### src/cft_pkg.sv
`timescale 1ns / 1ps
// ----------------------------------------------------------------------------
// cft_pkg
// Types, codes and constants of the CSV field tokenizer.
// ----------------------------------------------------------------------------
package cft_pkg;

  localparam int MAX_FIELDS = 256;
  localparam logic [7:0] FIELD_LIMIT =
    (MAX_FIELDS - 1 < 255) ? 8'(MAX_FIELDS - 1) : 8'd255;
  localparam logic [6:0] QUOTED_EOL_LIMIT = 7'd100;
  localparam logic [6:0] QEOL_MAX         = 7'd127;

  localparam logic [7:0] CHAR_SPACE  = 8'h20;
  localparam logic [7:0] CHAR_TAB    = 8'h09;
  localparam logic [7:0] CHAR_BSLASH = 8'h5C;

  localparam logic [7:0] SEP_RESET   = 8'd44;
  localparam logic [7:0] QUOTE_RESET = 8'd34;
  localparam logic [7:0] EOL_RESET   = 8'd10;

  localparam logic [1:0] QM_DOUBLED = 2'd0;
  localparam logic [1:0] QM_ESCAPED = 2'd1;
  localparam logic [1:0] QM_NONE    = 2'd2;

  localparam logic [1:0] ERR_OK        = 2'd0;
  localparam logic [1:0] ERR_STRAY     = 2'd1;
  localparam logic [1:0] ERR_UNTERM    = 2'd2;
  localparam logic [1:0] ERR_EOL_LIMIT = 2'd3;

  typedef enum logic [2:0] {
    REG_SEP   = 3'd0,
    REG_QUOTE = 3'd1,
    REG_EOL   = 3'd2,
    REG_PAIR  = 3'd3,
    REG_QMODE = 3'd4,
    REG_STRIP = 3'd5,
    REG_SKIP  = 3'd6
  } cfg_idx_t;

  typedef enum logic [2:0] {
    PH_FSTART = 3'd0,
    PH_FLEAD  = 3'd1,
    PH_SEPRUN = 3'd2,
    PH_BLANK  = 3'd3,
    PH_UNQ    = 3'd4,
    PH_INQ    = 3'd5,
    PH_QSEEN  = 3'd6,
    PH_AFTERQ = 3'd7
  } phase_t;

  typedef struct packed {
    logic [7:0] separator_byte;
    logic [7:0] quote_byte;
    logic [7:0] eol_byte;
    logic       eol_pair;
    logic [1:0] quote_mode;
    logic       strip_white;
    logic       skip_blank_lines;
  } cfg_t;

  typedef struct packed {
    logic [7:0] data_byte;
    logic       is_content;
    logic       field_end;
    logic       record_end;
    logic [7:0] field_index;
    logic [1:0] error_code;
  } res_t;

  typedef struct packed {
    phase_t     phase;
    logic       content;
    logic       bump;
    logic       fend_last;
    logic       rend;
    logic       endrec;
    logic [1:0] err;
    logic       qeol_clr;
    logic       qeol_inc;
    logic       esc_set;
    logic       esc_clr;
    logic       eol2_set;
    logic       clear;
  } dec_t;

endpackage

### src/csv_field_tokenizer.sv
`timescale 1ns / 1ps
// ----------------------------------------------------------------------------
// csv_field_tokenizer
// Streaming CSV byte classifier with configurable separator, quote and
// end-of-line bytes.
// ----------------------------------------------------------------------------
// Takes one byte per cycle while in_tready is high and returns one registered
// result per byte. Each byte is decided combinationally by the parse phase
// state machine in cft_core; the result sits in an output register backed by
// a one-entry skid register, so in_tready stays high while out_tready is high
// and drops only after the skid entry fills. Configuration writes are taken
// every cycle and must be issued while the stream is idle.
module csv_field_tokenizer import cft_pkg::*; (
  input  logic        clk,
  input  logic        rst_n,
  // input stream
  input  logic        in_tvalid,
  output logic        in_tready,
  input  logic [7:0]  in_tdata,   // [7:0] in_byte
  input  logic        in_tlast,   // end_of_input
  // result stream
  output logic        out_tvalid,
  input  logic        out_tready,
  output logic [23:0] out_tdata,  // [7:0] data_byte, [15:8] field_index,
                                  // [17:16] error_code, [23:18] zero
  output logic [1:0]  out_tuser,  // [0] is_content, [1] field_end
  output logic        out_tlast,  // record_end
  // configuration write
  input  logic        cfg_valid,
  output logic        cfg_ready,
  input  logic [2:0]  cfg_addr,
  input  logic [7:0]  cfg_data
);

  cfg_t cfg_r, cfg_nxt;
  res_t res;
  res_t main_r, main_nxt, skid_r, skid_nxt;
  logic main_valid_r, main_valid_nxt, skid_valid_r, skid_valid_nxt;
  logic push, pop;

  assign cfg_ready = 1'b1;

  always_comb begin
    cfg_nxt = cfg_r;
    if (cfg_valid) begin
      unique case (cfg_idx_t'(cfg_addr))
        REG_SEP:   cfg_nxt.separator_byte   = cfg_data;
        REG_QUOTE: cfg_nxt.quote_byte       = cfg_data;
        REG_EOL:   cfg_nxt.eol_byte         = cfg_data;
        REG_PAIR:  cfg_nxt.eol_pair         = cfg_data[0];
        REG_QMODE: cfg_nxt.quote_mode       = cfg_data[1:0];
        REG_STRIP: cfg_nxt.strip_white      = cfg_data[0];
        REG_SKIP:  cfg_nxt.skip_blank_lines = cfg_data[0];
        default:   cfg_nxt = cfg_r;
      endcase
    end
  end

  always_ff @(posedge clk) begin
    if (!rst_n) begin
      cfg_r.separator_byte   <= SEP_RESET;
      cfg_r.quote_byte       <= QUOTE_RESET;
      cfg_r.eol_byte         <= EOL_RESET;
      cfg_r.eol_pair         <= 1'b0;
      cfg_r.quote_mode       <= QM_DOUBLED;
      cfg_r.strip_white      <= 1'b1;
      cfg_r.skip_blank_lines <= 1'b1;
    end else begin
      cfg_r <= cfg_nxt;
    end
  end

  assign in_tready = !skid_valid_r;
  assign push      = in_tvalid && in_tready;
  assign pop       = main_valid_r && out_tready;

  cft_core u_core (
    .clk          (clk),
    .rst_n        (rst_n),
    .step         (push),
    .in_byte      (in_tdata),
    .end_of_input (in_tlast),
    .cfg          (cfg_r),
    .res          (res)
  );

  // Output register plus skid entry; the skid is empty whenever an item is pushed.
  always_comb begin
    main_nxt       = main_r;
    skid_nxt       = skid_r;
    main_valid_nxt = main_valid_r;
    skid_valid_nxt = skid_valid_r;
    if (push) begin
      if (!main_valid_r || pop) begin
        main_nxt       = res;
        main_valid_nxt = 1'b1;
      end else begin
        skid_nxt       = res;
        skid_valid_nxt = 1'b1;
      end
    end else if (pop) begin
      if (skid_valid_r) begin
        main_nxt       = skid_r;
        skid_valid_nxt = 1'b0;
      end else begin
        main_valid_nxt = 1'b0;
      end
    end
  end

  always_ff @(posedge clk) begin
    if (!rst_n) begin
      main_valid_r <= 1'b0;
      skid_valid_r <= 1'b0;
    end else begin
      main_valid_r <= main_valid_nxt;
      skid_valid_r <= skid_valid_nxt;
    end
  end

  always_ff @(posedge clk) begin
    main_r <= main_nxt;
    skid_r <= skid_nxt;
  end

  assign out_tvalid = main_valid_r;
  assign out_tdata  = {6'b0, main_r.error_code, main_r.field_index, main_r.data_byte};
  assign out_tuser  = {main_r.field_end, main_r.is_content};
  assign out_tlast  = main_r.record_end;

endmodule

### src/cft_core.sv
`timescale 1ns / 1ps
// ----------------------------------------------------------------------------
// cft_core
// Per-byte parse state machine: classifies one byte per step and advances
// the phase, field counter, quoted end-of-line count and pending flags.
// ----------------------------------------------------------------------------
module cft_core import cft_pkg::*; (
  input  logic       clk,
  input  logic       rst_n,
  input  logic       step,
  input  logic [7:0] in_byte,
  input  logic       end_of_input,
  input  cfg_t       cfg,
  output res_t       res
);

  phase_t     phase_r, phase_nxt;
  logic [7:0] fcnt_r, fcnt_nxt;
  logic [6:0] qeol_r, qeol_nxt;
  logic       eol2_r, eol2_nxt;
  logic       esc_r, esc_nxt;

  dec_t d;

  logic is_eol, is_quote, is_ws, is_sep, is_space, sep_is_space;

  assign is_eol       = (in_byte == cfg.eol_byte);
  assign is_quote     = (in_byte == cfg.quote_byte);
  assign is_space     = (in_byte == CHAR_SPACE);
  assign sep_is_space = (cfg.separator_byte == CHAR_SPACE);
  assign is_sep       = (cfg.separator_byte != cfg.eol_byte) &&
                        (in_byte == cfg.separator_byte);

  always_comb begin
    if (sep_is_space) begin
      is_ws = (in_byte == CHAR_TAB);
    end else if (cfg.separator_byte == CHAR_TAB) begin
      is_ws = is_space;
    end else begin
      is_ws = is_space || (in_byte == CHAR_TAB);
    end
  end

  // Decide what this byte does.
  always_comb begin : decide
    phase_t ph;
    logic   sw;
    ph = phase_r;
    sw = 1'b0;
    d  = '0;
    if (eol2_r) begin
      sw = 1'b1;
    end else begin
      if (ph == PH_BLANK) begin
        if (is_eol) begin
          d.eol2_set = cfg.eol_pair;
          sw = 1'b1;
        end else if (cfg.strip_white && is_ws) begin
          sw = 1'b1;
        end else begin
          ph = PH_FSTART;
        end
      end else if (ph == PH_SEPRUN) begin
        if (is_space) sw = 1'b1;
        else ph = PH_FSTART;
      end else if (ph == PH_QSEEN) begin
        if (is_quote) begin
          d.content = 1'b1;
          ph = PH_INQ;
          sw = 1'b1;
        end else begin
          ph = PH_AFTERQ;
        end
      end
      if (!sw) begin
        unique case (ph)
          PH_INQ: begin
            if (esc_r) begin
              d.esc_clr = 1'b1;
              d.content = 1'b1;
            end else if (qeol_r >= QUOTED_EOL_LIMIT) begin
              if (is_quote) begin
                d.content = 1'b1;
                ph = PH_AFTERQ;
              end else begin
                // Limit hit: continue as unquoted text.
                d.err = ERR_EOL_LIMIT;
                ph = PH_UNQ;
                if (is_eol) begin
                  d.bump = 1'b1;
                  d.endrec = 1'b1;
                end else if (is_sep) begin
                  d.bump = 1'b1;
                  ph = sep_is_space ? PH_SEPRUN : PH_FSTART;
                end else begin
                  d.content = 1'b1;
                end
              end
            end else if (is_quote) begin
              d.content = 1'b1;
              ph = (cfg.quote_mode == QM_DOUBLED) ? PH_QSEEN : PH_AFTERQ;
            end else begin
              d.content = 1'b1;
              if (is_eol && qeol_r < QEOL_MAX) d.qeol_inc = 1'b1;
              if (cfg.quote_mode == QM_ESCAPED && in_byte == CHAR_BSLASH) begin
                d.esc_set = 1'b1;
              end
            end
          end
          PH_UNQ: begin
            if (is_eol) begin
              d.bump = 1'b1;
              d.endrec = 1'b1;
            end else if (is_sep) begin
              d.bump = 1'b1;
              ph = sep_is_space ? PH_SEPRUN : PH_FSTART;
            end else begin
              d.content = 1'b1;
            end
          end
          PH_AFTERQ: begin
            if (cfg.strip_white && is_ws) begin
              d.content = 1'b0;
            end else if (is_eol) begin
              d.bump = 1'b1;
              d.endrec = 1'b1;
            end else if (is_sep) begin
              d.bump = 1'b1;
              ph = sep_is_space ? PH_SEPRUN : PH_FSTART;
            end else begin
              d.err = ERR_STRAY;
              d.content = 1'b1;
              ph = PH_UNQ;
            end
          end
          default: begin
            // Field start, with or without stripped lead white space.
            if (is_eol) begin
              if (ph == PH_FLEAD) d.bump = 1'b1;
              d.endrec = 1'b1;
            end else if (cfg.strip_white && is_ws) begin
              ph = PH_FLEAD;
            end else if (is_quote && cfg.quote_mode < QM_NONE) begin
              d.content  = 1'b1;
              ph = PH_INQ;
              d.qeol_clr = 1'b1;
              d.esc_clr  = 1'b1;
            end else if (is_sep) begin
              d.bump = 1'b1;
              ph = sep_is_space ? PH_SEPRUN : PH_FSTART;
            end else begin
              d.content = 1'b1;
              ph = PH_UNQ;
            end
          end
        endcase
        if (d.endrec) begin
          d.rend     = 1'b1;
          d.eol2_set = cfg.eol_pair;
          ph = cfg.skip_blank_lines ? PH_BLANK : PH_FSTART;
        end
      end
    end
    if (end_of_input) begin
      d.clear = 1'b1;
      if (!d.rend && ph != PH_BLANK && !(sw && ph != PH_SEPRUN)) begin
        if (ph == PH_INQ) begin
          if (d.err == ERR_OK) d.err = ERR_UNTERM;
          d.fend_last = 1'b1;
        end else if (ph != PH_FSTART && ph != PH_SEPRUN) begin
          d.fend_last = 1'b1;
        end
        d.rend = 1'b1;
      end
    end
    d.phase = ph;
  end

  // Next state.
  always_comb begin
    phase_nxt = d.phase;
    fcnt_nxt  = fcnt_r;
    qeol_nxt  = qeol_r;
    esc_nxt   = esc_r;
    eol2_nxt  = d.eol2_set;
    if (d.bump && fcnt_r < FIELD_LIMIT) fcnt_nxt = fcnt_r + 8'd1;
    if (d.endrec) fcnt_nxt = '0;
    if (d.qeol_clr) qeol_nxt = '0;
    else if (d.qeol_inc) qeol_nxt = qeol_r + 7'd1;
    if (d.esc_clr) esc_nxt = 1'b0;
    if (d.esc_set) esc_nxt = 1'b1;
    if (d.clear) begin
      phase_nxt = PH_FSTART;
      fcnt_nxt  = '0;
      qeol_nxt  = '0;
      esc_nxt   = 1'b0;
      eol2_nxt  = 1'b0;
    end
  end

  // Result of this byte.
  always_comb begin
    res.data_byte   = in_byte;
    res.is_content  = d.content;
    res.field_end   = d.bump | d.fend_last;
    res.record_end  = d.rend;
    res.field_index = fcnt_r;
    res.error_code  = d.err;
  end

  always_ff @(posedge clk) begin
    if (!rst_n) begin
      phase_r <= PH_FSTART;
      fcnt_r  <= '0;
      qeol_r  <= '0;
      eol2_r  <= 1'b0;
      esc_r   <= 1'b0;
    end else if (step) begin
      phase_r <= phase_nxt;
      fcnt_r  <= fcnt_nxt;
      qeol_r  <= qeol_nxt;
      eol2_r  <= eol2_nxt;
      esc_r   <= esc_nxt;
    end
  end

endmodule

### config.mk
export PLATFORM = sky130hd
export DESIGN_NAME = csv_field_tokenizer
export DESIGN_NICKNAME = d
export VERILOG_FILES = /design/src/cft_pkg.sv /design/src/csv_field_tokenizer.sv /design/src/cft_core.sv
export SDC_FILE = /design/constraint.sdc
export NUM_CORES = 1
export LEC_CHECK = 0
export ABC_AREA = 1
export ABC_CLOCK_PERIOD_IN_PS = 2400
export BUFFER_PORTS_ARGS = -buffer_cell sky130_fd_sc_hd__buf_4
export CORE_MARGIN = 1
export CORE_UTILIZATION = 35
export CTS_CLUSTER_SIZE = 14
export DETAILED_ROUTE_END_ITERATION = 10
export PLACE_DENSITY_LB_ADDON = 0.08
export SLEW_MARGIN = 15
export SYNTH_ARGS = -nofsm -noshare
export SYNTH_HDL_FRONTEND = slang
export SYNTH_SLANG_ARGS = --single-unit
export TNS_END_PERCENT = 30
### constraint.sdc
create_clock -name clk -period 2.4 [get_ports clk]
set_clock_uncertainty 0.05 [all_clocks]
set_input_delay 0.24 -clock clk [delete_from_list [all_inputs] [get_ports clk]]
set_output_delay 0.24 -clock clk [all_outputs]
set_load 0.01 [all_outputs]
* Yosys cells after proc, flatten, opt, wreduce, memory -nomap -nowiden
Index checks and enable logic that the tools add are counted.
** Storage, ports and cells
- Bits in registers :: 93
- Input bits :: 25
- Output and inout port bits :: 30
- Logic and storage cells :: 228
** Operators by class
- $add $sub $neg :: 2
- Order comparisons :: 4
- Reductions and logical operators :: 43
- Equality and inequality tests :: 29
- Bitwise logic cells :: 2
- Multiplexer cells :: 122
** Operators by type and width (count)
- $mux 21 :: 4
- $mux 3 :: 28
- $mux 1 :: 60
- $mux 2 :: 17
- $eq 3x3->1 const B :: 8
- $eq 8x8->1 :: 3
- $mux 8 :: 3
- $reduce_and 2->1 :: 12
- $mux 7 :: 3
- $mux 9 :: 2
- $eq 8x4->1 const B :: 2
- $eq 8x6->1 const B :: 2
- $eq 3x2->1 const B :: 4
- $logic_and 1x1->1 :: 12
- $reduce_bool 3->1 :: 4
- $pmux 3 s3 :: 1
- $add 8x1->8 const B :: 1
- $eq 8x7->1 const B :: 1
- $lt 8x8->1 const B :: 1
- $ne 8x8->1 :: 1
- $add 7x1->7 const B :: 1
- $ge 7x7->1 const B :: 1
- $lt 7x7->1 const B :: 1
- $eq 3x1->1 const B :: 2
- 18 further kinds :: 28

* Longest topological paths before layout
Gate-level depths: netlist of the first run.
- Depth in word-level cells :: 25
- Mapped depth :: 23
- Depth with buffers taken out :: 23

* Hierarchy
From an unflattened synthesis of the first run, not the netlist that was laid out.
** Second synthesis, totals
- Cell total of the unflattened synthesis :: 789
- Area, all modules :: 5467.7 um2
** Modules (own cells, without submodules)
- csv_field_tokenizer :: cells an instance 308, area an instance 2890.3 um2, times used 1, sequential area each 1881.8 um2
- cft_core :: cells an instance 481, area an instance 2577.5 um2, times used 1, sequential area each 400.4 um2

* Worst setup path after synthesis of the first run
OpenSTA, ideal clock, no wires.
- Path type :: reg-to-reg
- Start point :: register skid_valid_r
- End point :: register main_r, in the netlist out_tdata[0], enable pin
- Required time :: 1.951 ns
- Library setup time :: 0.399 ns
- Stages on the path, launching flop included :: 7
- Period minus slack after synthesis :: 2.408 ns
- Buffers on the path :: 1
- Arrival :: 1.959 ns
- Path slack :: -0.008 ns
- Path through :: dfxtp_1 > inv_1 > nand2_1 > inv_1 > clkbuf_1 > a21oi_1 > nor2_1
** On the way
- Longest elaborated chain between the ends :: 4
- Elaborated cells on any way between the ends :: 6
- Classes of those cells :: eq/ne: 1; reduce/logical: 5
** RTL lines
- start: declaration :: line csv_field_tokenizer.sv:38 : logic main_valid_r, main_valid_nxt, skid_valid_r, skid_valid_nxt;
- start signal: assignment :: line csv_field_tokenizer.sv:117 : skid_valid_r <= skid_valid_nxt;
- $logic_not 1->1 * :: line csv_field_tokenizer.sv:73 : assign in_tready = !skid_valid_r;
- named net in_tready :: line csv_field_tokenizer.sv:18 : output logic in_tready,
- $logic_and 1x1->1 * :: line csv_field_tokenizer.sv:74 : assign push = in_tvalid && in_tready;
- $ne 2x1->1 (no source line) or $reduce_bool 2->1 (tied branches)
- $reduce_and 3->1 (no source line) *
- end signal: assignment :: line csv_field_tokenizer.sv:122 : main_r <= main_nxt;
- end: declaration :: line csv_field_tokenizer.sv:37 : res_t main_r, main_nxt, skid_r, skid_nxt;
The timed path passes the listed nets; every way through them passes the cells marked *.
A chain may end at the register's enable or synchronous reset.

==> flow_summary.json, run 1 <==
{
  "status": "finished with violations",
  "violations": "negative setup slack",
  "yosys-top-cells-area": "edfxtp_1 25%, dfxtp_1 20%, nand2_1 14%, nor2_1 5.3%, inv_1 4.5%",
  "yosysSeqAreaShare_pct": 44.7,
  "grt_use_met2_pct": 28.5,
  "clkLatencyLatePin_ns": 0.35,
  "cp.required_ns": 2.47,
  "cts_inserted_buffers": 9,
  "antenna_cells": 0,
  "avgSynthCellArea_sq_um": 7.59,
  "cp_slowest_stage_delay_ns": 0.32,
  "start_util_pct": 36.4,
  "p_switching_uw": 1000,
  "crit_top_cell": "nand2_2",
  "yosysMostFrequentCell": "nand2_1",
  "yosysUniqueCellTypes": 45,
  "numPortBuffers": 47,
  "crit_slowest_cell": "dfxtp_1",
  "hold_buffers": 0,
  "die_area_sq_um": 15100,
  "cts_sinks": 93,
  "antenna_left": 0,
  "drcViolationCount": 0,
  "fmax_ghz": 0.412,
  "core-area_sq_um": 14000,
  "synth_top_area_share_pct": 24.7,
  "drv_cap": 0,
  "drtPass1Iterations": 5,
  "synth_async_sr_flop_share_pct": 0,
  "clk_pin_slew_worst_paths_ns": 0.07,
  "synth.top_cells.by_count": "191 x nand2_1, 72 x nor2_1, 61 x inv_1",
  "syn_area_sq_um": 5110,
  "gp_congestion": 0.848,
  "row_count": 43,
  "grt_use_met1_pct": 26.9,
  "avgViaCountPerCell": 4.76,
  "peakVddDrop_mv": 0.302,
  "power_frac_seq_pct": 46.6,
  "final_nets": 827,
  "swShare_pct": 26.7,
  "crit_family": "simple AND/OR/NAND/NOR gates",
  "cts_tree": "done",
  "fin_ws_ns": -0.0261,
  "grt_use_total_pct": 18.9,
  "criticalPathCategory": "register to register",
  "wl_mm": 13.5,
  "synth_ff_type": "dfxtp_1",
  "cp.arrival_ns": 2.49,
  "grt_pass1_vias": 4358,
  "p_leak_uw": 0.00295,
  "period_minus_slack_ns": 2.43,
  "syn_to_final_growth_pct": 33.6,
  "total_power_uw": 3770,
  "rsz0062_at_grt": "yes",
  "htree_levels": 3,
  "synthCells": 673,
  "pwr_density_cell_nw_per_um2": 552,
  "ioPinCount": 55,
  "die_h_microns": 123,
  "antenna_found_initial": 0,
  "hpwl_mm": 10.0,
  "synth_top_area_cell": "edfxtp_1",
  "cp_cell_sequence": "inv_2 > nand2_2 > nor2_1 > nand2_1 > nand2_1 > nand2_2 > nand2_4 > nand3_4 > nand2_4 > nand2_4 > nor2_2 > nor2_1 > nand3_1 > nand2_1 > nand2_2 > nand2_2 > nand2_2 > nand3_2 > nand4_1 > nand2_2 > buf_4",
  "crit_fanout": 6,
  "dr.first_iter.drc_count": 273,
  "min_path_type": "input pin to register",
  "p_comb_share_pct": 13.1,
  "crit_path_end_kind": "register",
  "overflow": 0,
  "grt_pass1_wl_mm": 21.7,
  "synth_edf_count": 42,
  "wl_per_cell_microns": 13.8,
  "seq_area_sq_um": 2310,
  "clockPowerShare_pct": 40.3,
  "yosys_warnings": 0,
  "ctsLongestPathBuffers": 2,
  "p_int_uw": 2760,
  "busiest_layer": "met2",
  "grt_max_degree": 33,
  "hold_violations": 0,
  "worst_setup_path_start_kind": "register",
  "timing.final.crit_share_pct": 101,
  "ys_ff_latch": 93,
  "setup_tns_ns": -0.0540,
  "path_buf_inv": 2,
  "setup_viol": 3,
  "drv_slew": 0,
  "cts_root_buf": "clkbuf_16",
  "multi_input_area_sq_um": 2650,
  "grtUsageMet3_pct": 3.58,
  "die_w_microns": 123,
  "vias": 4682,
  "fillCellCount": 1391,
  "drive_gt1_share_pct": 33.8
}
cells in the final DEF, fill, tap and decap left out, drive strengths merged:
master    Yosys  layout
o22ai         1       1
a31oi         2       2
o21a          1       1
o221ai        1       1
clkinv        2       2
nand2       205     206
nor3         10      10
o211ai        7       7
nand4        16      16
edfxtp       42      42
nor3b         2       2
xor2          4       4
or2           1       1
clkinvlp      0       2
dfxtp        51      51
a41oi         1       1
bufinv        0       1
ha            3       3
conb          2       7
nand3        29      29
o21ai        51      51
a211oi        3       3
clkbuf       12       9
nor2         82      82
xnor2        10      10
nor4          2       2
buf           9     130
o41ai         1       1
inv          81      85
a21oi        42      42
stage by stage:
stage | utilization [%] | worst slack (ns) | area (sq um) | hold slack, ns | cells
2_1_floorplan | - | 0.175 | 5130 | 0.289 | 678
3_3_place_gp | 43.6 | -0.224 | 6120 | 0.402 | 952
3_5_place_dp | 43.6 | -0.238 | 6120 | 0.409 | 952
4_1_cts | 46.3 | -0.0116 | 6500 | 0.0569 | 971
5_1_grt | 48.6 | -0.180 | 6830 | 0.0665 | 984
6_report | 48.6 | -0.0261 | 6830 | 0.0718 | 984
per-layer routing:
metal,vias to the layer above,wire length (microns)
met5,-,0
met4,0,172
met3,14,746
met2,100,5790
met1,2136,6830
li1,2432,-
worst reg2reg max path, cell delays in order, from the launching register on:
cell,delay (ns)
dfxtp_1,0.32
inv_2,0.09
nand2_2,0.09
nor2_1,0.11
nand2_1,0.08
nand2_1,0.07
nand2_2,0.06
nand2_4,0.11
nand3_4,0.12
nand2_4,0.11
nand2_4,0.06
nor2_2,0.11
nor2_1,0.04
nand3_1,0.07
nand2_1,0.07
nand2_2,0.07
nand2_2,0.06
nand2_2,0.09
nand3_2,0.09
nand4_1,0.13
nand2_2,0.08
buf_4,0.13
layout make-up:
class                   instances  share of cell area, %
clock inverters                 7                   1.32
multi-input cells             482                   38.9
well taps                     180                   3.30
repair buffers                130                   14.6
flip-flops and latches         93                   33.8
clock buffers                   9                   3.30
inverters                      83                   4.75
what timing repair did:
action                     in CTS  in global routing
resized for setup              14                 74
gates cloned                    0                  1
buffers inserted                3                 12
setup endpoints to repair       6                 23
pin swaps                       6                 45
state kept, by name, summed over array words and instances, names as in the netlist:
signal,flops
out_tuser,2
skid_valid_r,1
u_core.fcnt_r,8
skid_r,21
u_core.phase_r,3
u_core.eol2_r,1
out_tvalid,1
out_tdata,18
u_core.esc_r,1
out_tlast,1
cfg_r,29
u_core.qeol_r,7
logic make-up (layout without fill, tap and decap cells):
group,after synthesis,after routing,synth area share (%)
flops,93,93,44.7
fa+ha+maj,3,3,0.735
compound gates,110,110,12.8
xor+xnor,14,14,2.40
buf+inv,104,229,8.47
simple gates,347,348,30.8
other cells,2,7,0.147
path summary, 6_finish.rpt:
check | cells after the start | from | endpoint | slack, ns
worst min-delay path | 1 | in_tdata[7] | skid_r[20]$_DFFE_PP_ | 0.07
worst max-delay path | 21 | cfg_r[27]$_SDFFE_PN0P_ | skid_r[11]$_DFFE_PP_ | -0.03
worst max register to register | 21 | cfg_r[27]$_SDFFE_PN0P_ | skid_r[11]$_DFFE_PP_ | -0.03
worst min register to register | 2 | cfg_r[13]$_SDFFE_PN0P_ | cfg_r[13]$_SDFFE_PN0P_ | 0.42
power by group through the flow:
stage / registers (uW) / clock network (uW) / logic, uW
floorplan: 1800 / 0 / 243
global placement: 1790 / 0 / 455
detailed placement: 1790 / 0 / 457
CTS: 1760 / 1550 / 463
global route: 1770 / 1620 / 548
finish: 1760 / 1520 / 493
No activity file was read; power rests on OpenSTA's default activity.
==> run 2: changes to the inputs <==
--- a/config.mk
+++ b/config.mk
@@ -13,6 +13,7 @@
 export CTS_CLUSTER_SIZE = 14
 export DETAILED_ROUTE_END_ITERATION = 10
 export PLACE_DENSITY_LB_ADDON = 0.08
+export SETUP_SLACK_MARGIN = 0.02
 export SLEW_MARGIN = 15
 export SYNTH_ARGS = -nofsm -noshare
 export SYNTH_HDL_FRONTEND = slang
==> run 2 against run 1 <==
  * The flow still finishes with violations (negative setup slack)
  * Count of clock-buffer cells in the layout unchanged
  * Die area stayed put
  * Total power barely moved
  * Core utilization shrank 0.45 points
  * Wire length rose by 0.25%
  * Clock power hardly changed
  * Register-to-register slack better by 0.03 ns
  * Critical path depth decreased by 1
  * Combinational power decreased by 1%
  * Flip-flop and latch count did not move
==> flow_summary.json, run 2 (same netlist as run 1, synthesis figures left out) <==
{
  "setup_viol": 1,
  "cp_cell_sequence": "inv_2 > nand2_2 > nor2_1 > nand2_1 > nand2_1 > nand2_2 > nand2_4 > buf_4 > nand4_4 > nand2_2 > nand2_1 > nand3_1 > nand2_1 > nand2_1 > nand2_2 > nand2_2 > nand3_2 > nand4_1 > nand2_2 > buf_4",
  "clkLatencyLatePin_ns": 0.35,
  "cp.arrival_ns": 2.47,
  "grt_pass1_wl_mm": 21.8,
  "final_common_cell": "nand2_1",
  "drtPass1Iterations": 4,
  "numPortBuffers": 47,
  "total_power_uw": 3760,
  "crit_top_cell": "nand2_2",
  "swShare_pct": 26.7,
  "status": "finished with violations",
  "min_path_type": "input pin to register",
  "hold_buffers": 0,
  "antenna_found_initial": 0,
  "cp_slowest_stage_delay_ns": 0.32,
  "die_w_microns": 123,
  "fin_area_sq_um": 6770,
  "start_util_pct": 36.4,
  "p_switching_uw": 1010,
  "seq_area_sq_um": 2310,
  "wl_mm": 13.6,
  "period_minus_slack_ns": 2.40,
  "layout_common_cells": "177 x nand2_1, 124 x buf_4, 63 x nor2_1",
  "fillCellCount": 1409,
  "cts_root_buf": "clkbuf_16",
  "die_area_sq_um": 15100,
  "criticalPathCategory": "register to register",
  "grt_pass1_vias": 4351,
  "timing.final.crit_share_pct": 100,
  "drv_slew": 0,
  "cts_inserted_buffers": 9,
  "setup_tns_ns": -0.000466,
  "rsz0062_at_grt": "yes",
  "cts_sinks": 93,
  "antenna_left": 0,
  "pwr_density_cell_nw_per_um2": 556,
  "fmax_ghz": 0.417,
  "gp_congestion": 0.848,
  "largest-register": "cfg_r",
  "hold_violations": 0,
  "worst_setup_path_start_kind": "register",
  "dp_slack_ns": -0.238,
  "die_h_microns": 123,
  "wl_per_cell_microns": 13.8,
  "core-area_sq_um": 14000,
  "power_frac_seq_pct": 46.7,
  "row_count": 43,
  "p_leak_uw": 0.00293,
  "multi_input_area_sq_um": 2620,
  "cp.required_ns": 2.47,
  "clockPowerShare_pct": 40.4,
  "overflow": 0,
  "vias": 4669,
  "ioPinCount": 55,
  "p_int_uw": 2760,
  "cts_tree": "done",
  "path_buf_inv": 3,
  "ctsLongestPathBuffers": 2,
  "drive_gt1_share_pct": 32.6,
  "grt_use_total_pct": 19.0,
  "largest_reg_flops": 29,
  "p_comb_share_pct": 12.9,
  "drcViolationCount": 0,
  "hpwl_mm": 10.0,
  "violations": "negative setup slack",
  "avgViaCountPerCell": 4.76,
  "fin_ws_ns": -0.000466,
  "placed_cell_area_sq_um": 6120,
  "fin_hold_ws_ns": 0.0679,
  "crit_family": "simple AND/OR/NAND/NOR gates",
  "crit_slowest_cell": "dfxtp_1",
  "drv_cap": 0,
  "peakVddDrop_mv": 0.301,
  "syn_to_final_growth_pct": 32.4,
  "antenna_cells": 0,
  "htree_levels": 3,
  "final_nets": 824,
  "dr.first_iter.drc_count": 256,
  "crit_path_end_kind": "register",
  "clk_pin_slew_worst_paths_ns": 0.07,
  "crit_fanout": 6,
  "grt_max_degree": 33
}
## run 2: power by group through the flow
stage / Sequential [uW] / Clock (uW) / Combinational (uW)
floorplan: 1800 / 0 / 243
global placement: 1790 / 0 / 455
detailed placement: 1790 / 0 / 457
CTS: 1760 / 1550 / 470
global route: 1770 / 1620 / 541
finish: 1760 / 1520 / 488
## run 2: metal layers
metal | wire (microns) | global-route usage, %
met5 | 0 | 0
met4 | 190 | 6.25
met3 | 637 | 3.58
met2 | 5740 | 28.4
met1 | 7010 | 27.2
## run 2: metrics by stage
stage	std cells	util, %
4_1_cts	973	46.6
2_1_floorplan	678	-
3_3_place_gp	952	43.6
6_report	981	48.2
5_1_grt	981	48.2
3_5_place_dp	952	43.6
## run 2: final timing paths
check	start	end	slack, ns	cells past startpoint
setup reg to reg	cfg_r[27]$_SDFFE_PN0P_	skid_r[11]$_DFFE_PP_	-0.0005	20
setup / recovery	cfg_r[27]$_SDFFE_PN0P_	skid_r[11]$_DFFE_PP_	-0.0005	20
hold / removal	in_tdata[7]	skid_r[20]$_DFFE_PP_	0.07	1
hold reg to reg	cfg_r[13]$_SDFFE_PN0P_	cfg_r[13]$_SDFFE_PN0P_	0.41	2
## run 2: timing repair
action,in CTS,in global routing
cloned,1,0
gates resized for setup,26,50
buffers inserted,4,8
pin swaps,22,37
setup endpoints to repair,8,23
## run 2: cell type report
type / instances / share of cell area, %
tap: 180 / 3.33
timing repair buffer: 127 / 14.4
multi-input combinational: 482 / 38.8
sequential: 93 / 34.1
clock inverter: 7 / 1.33
inverter: 83 / 4.75
clock buffer: 9 / 3.33
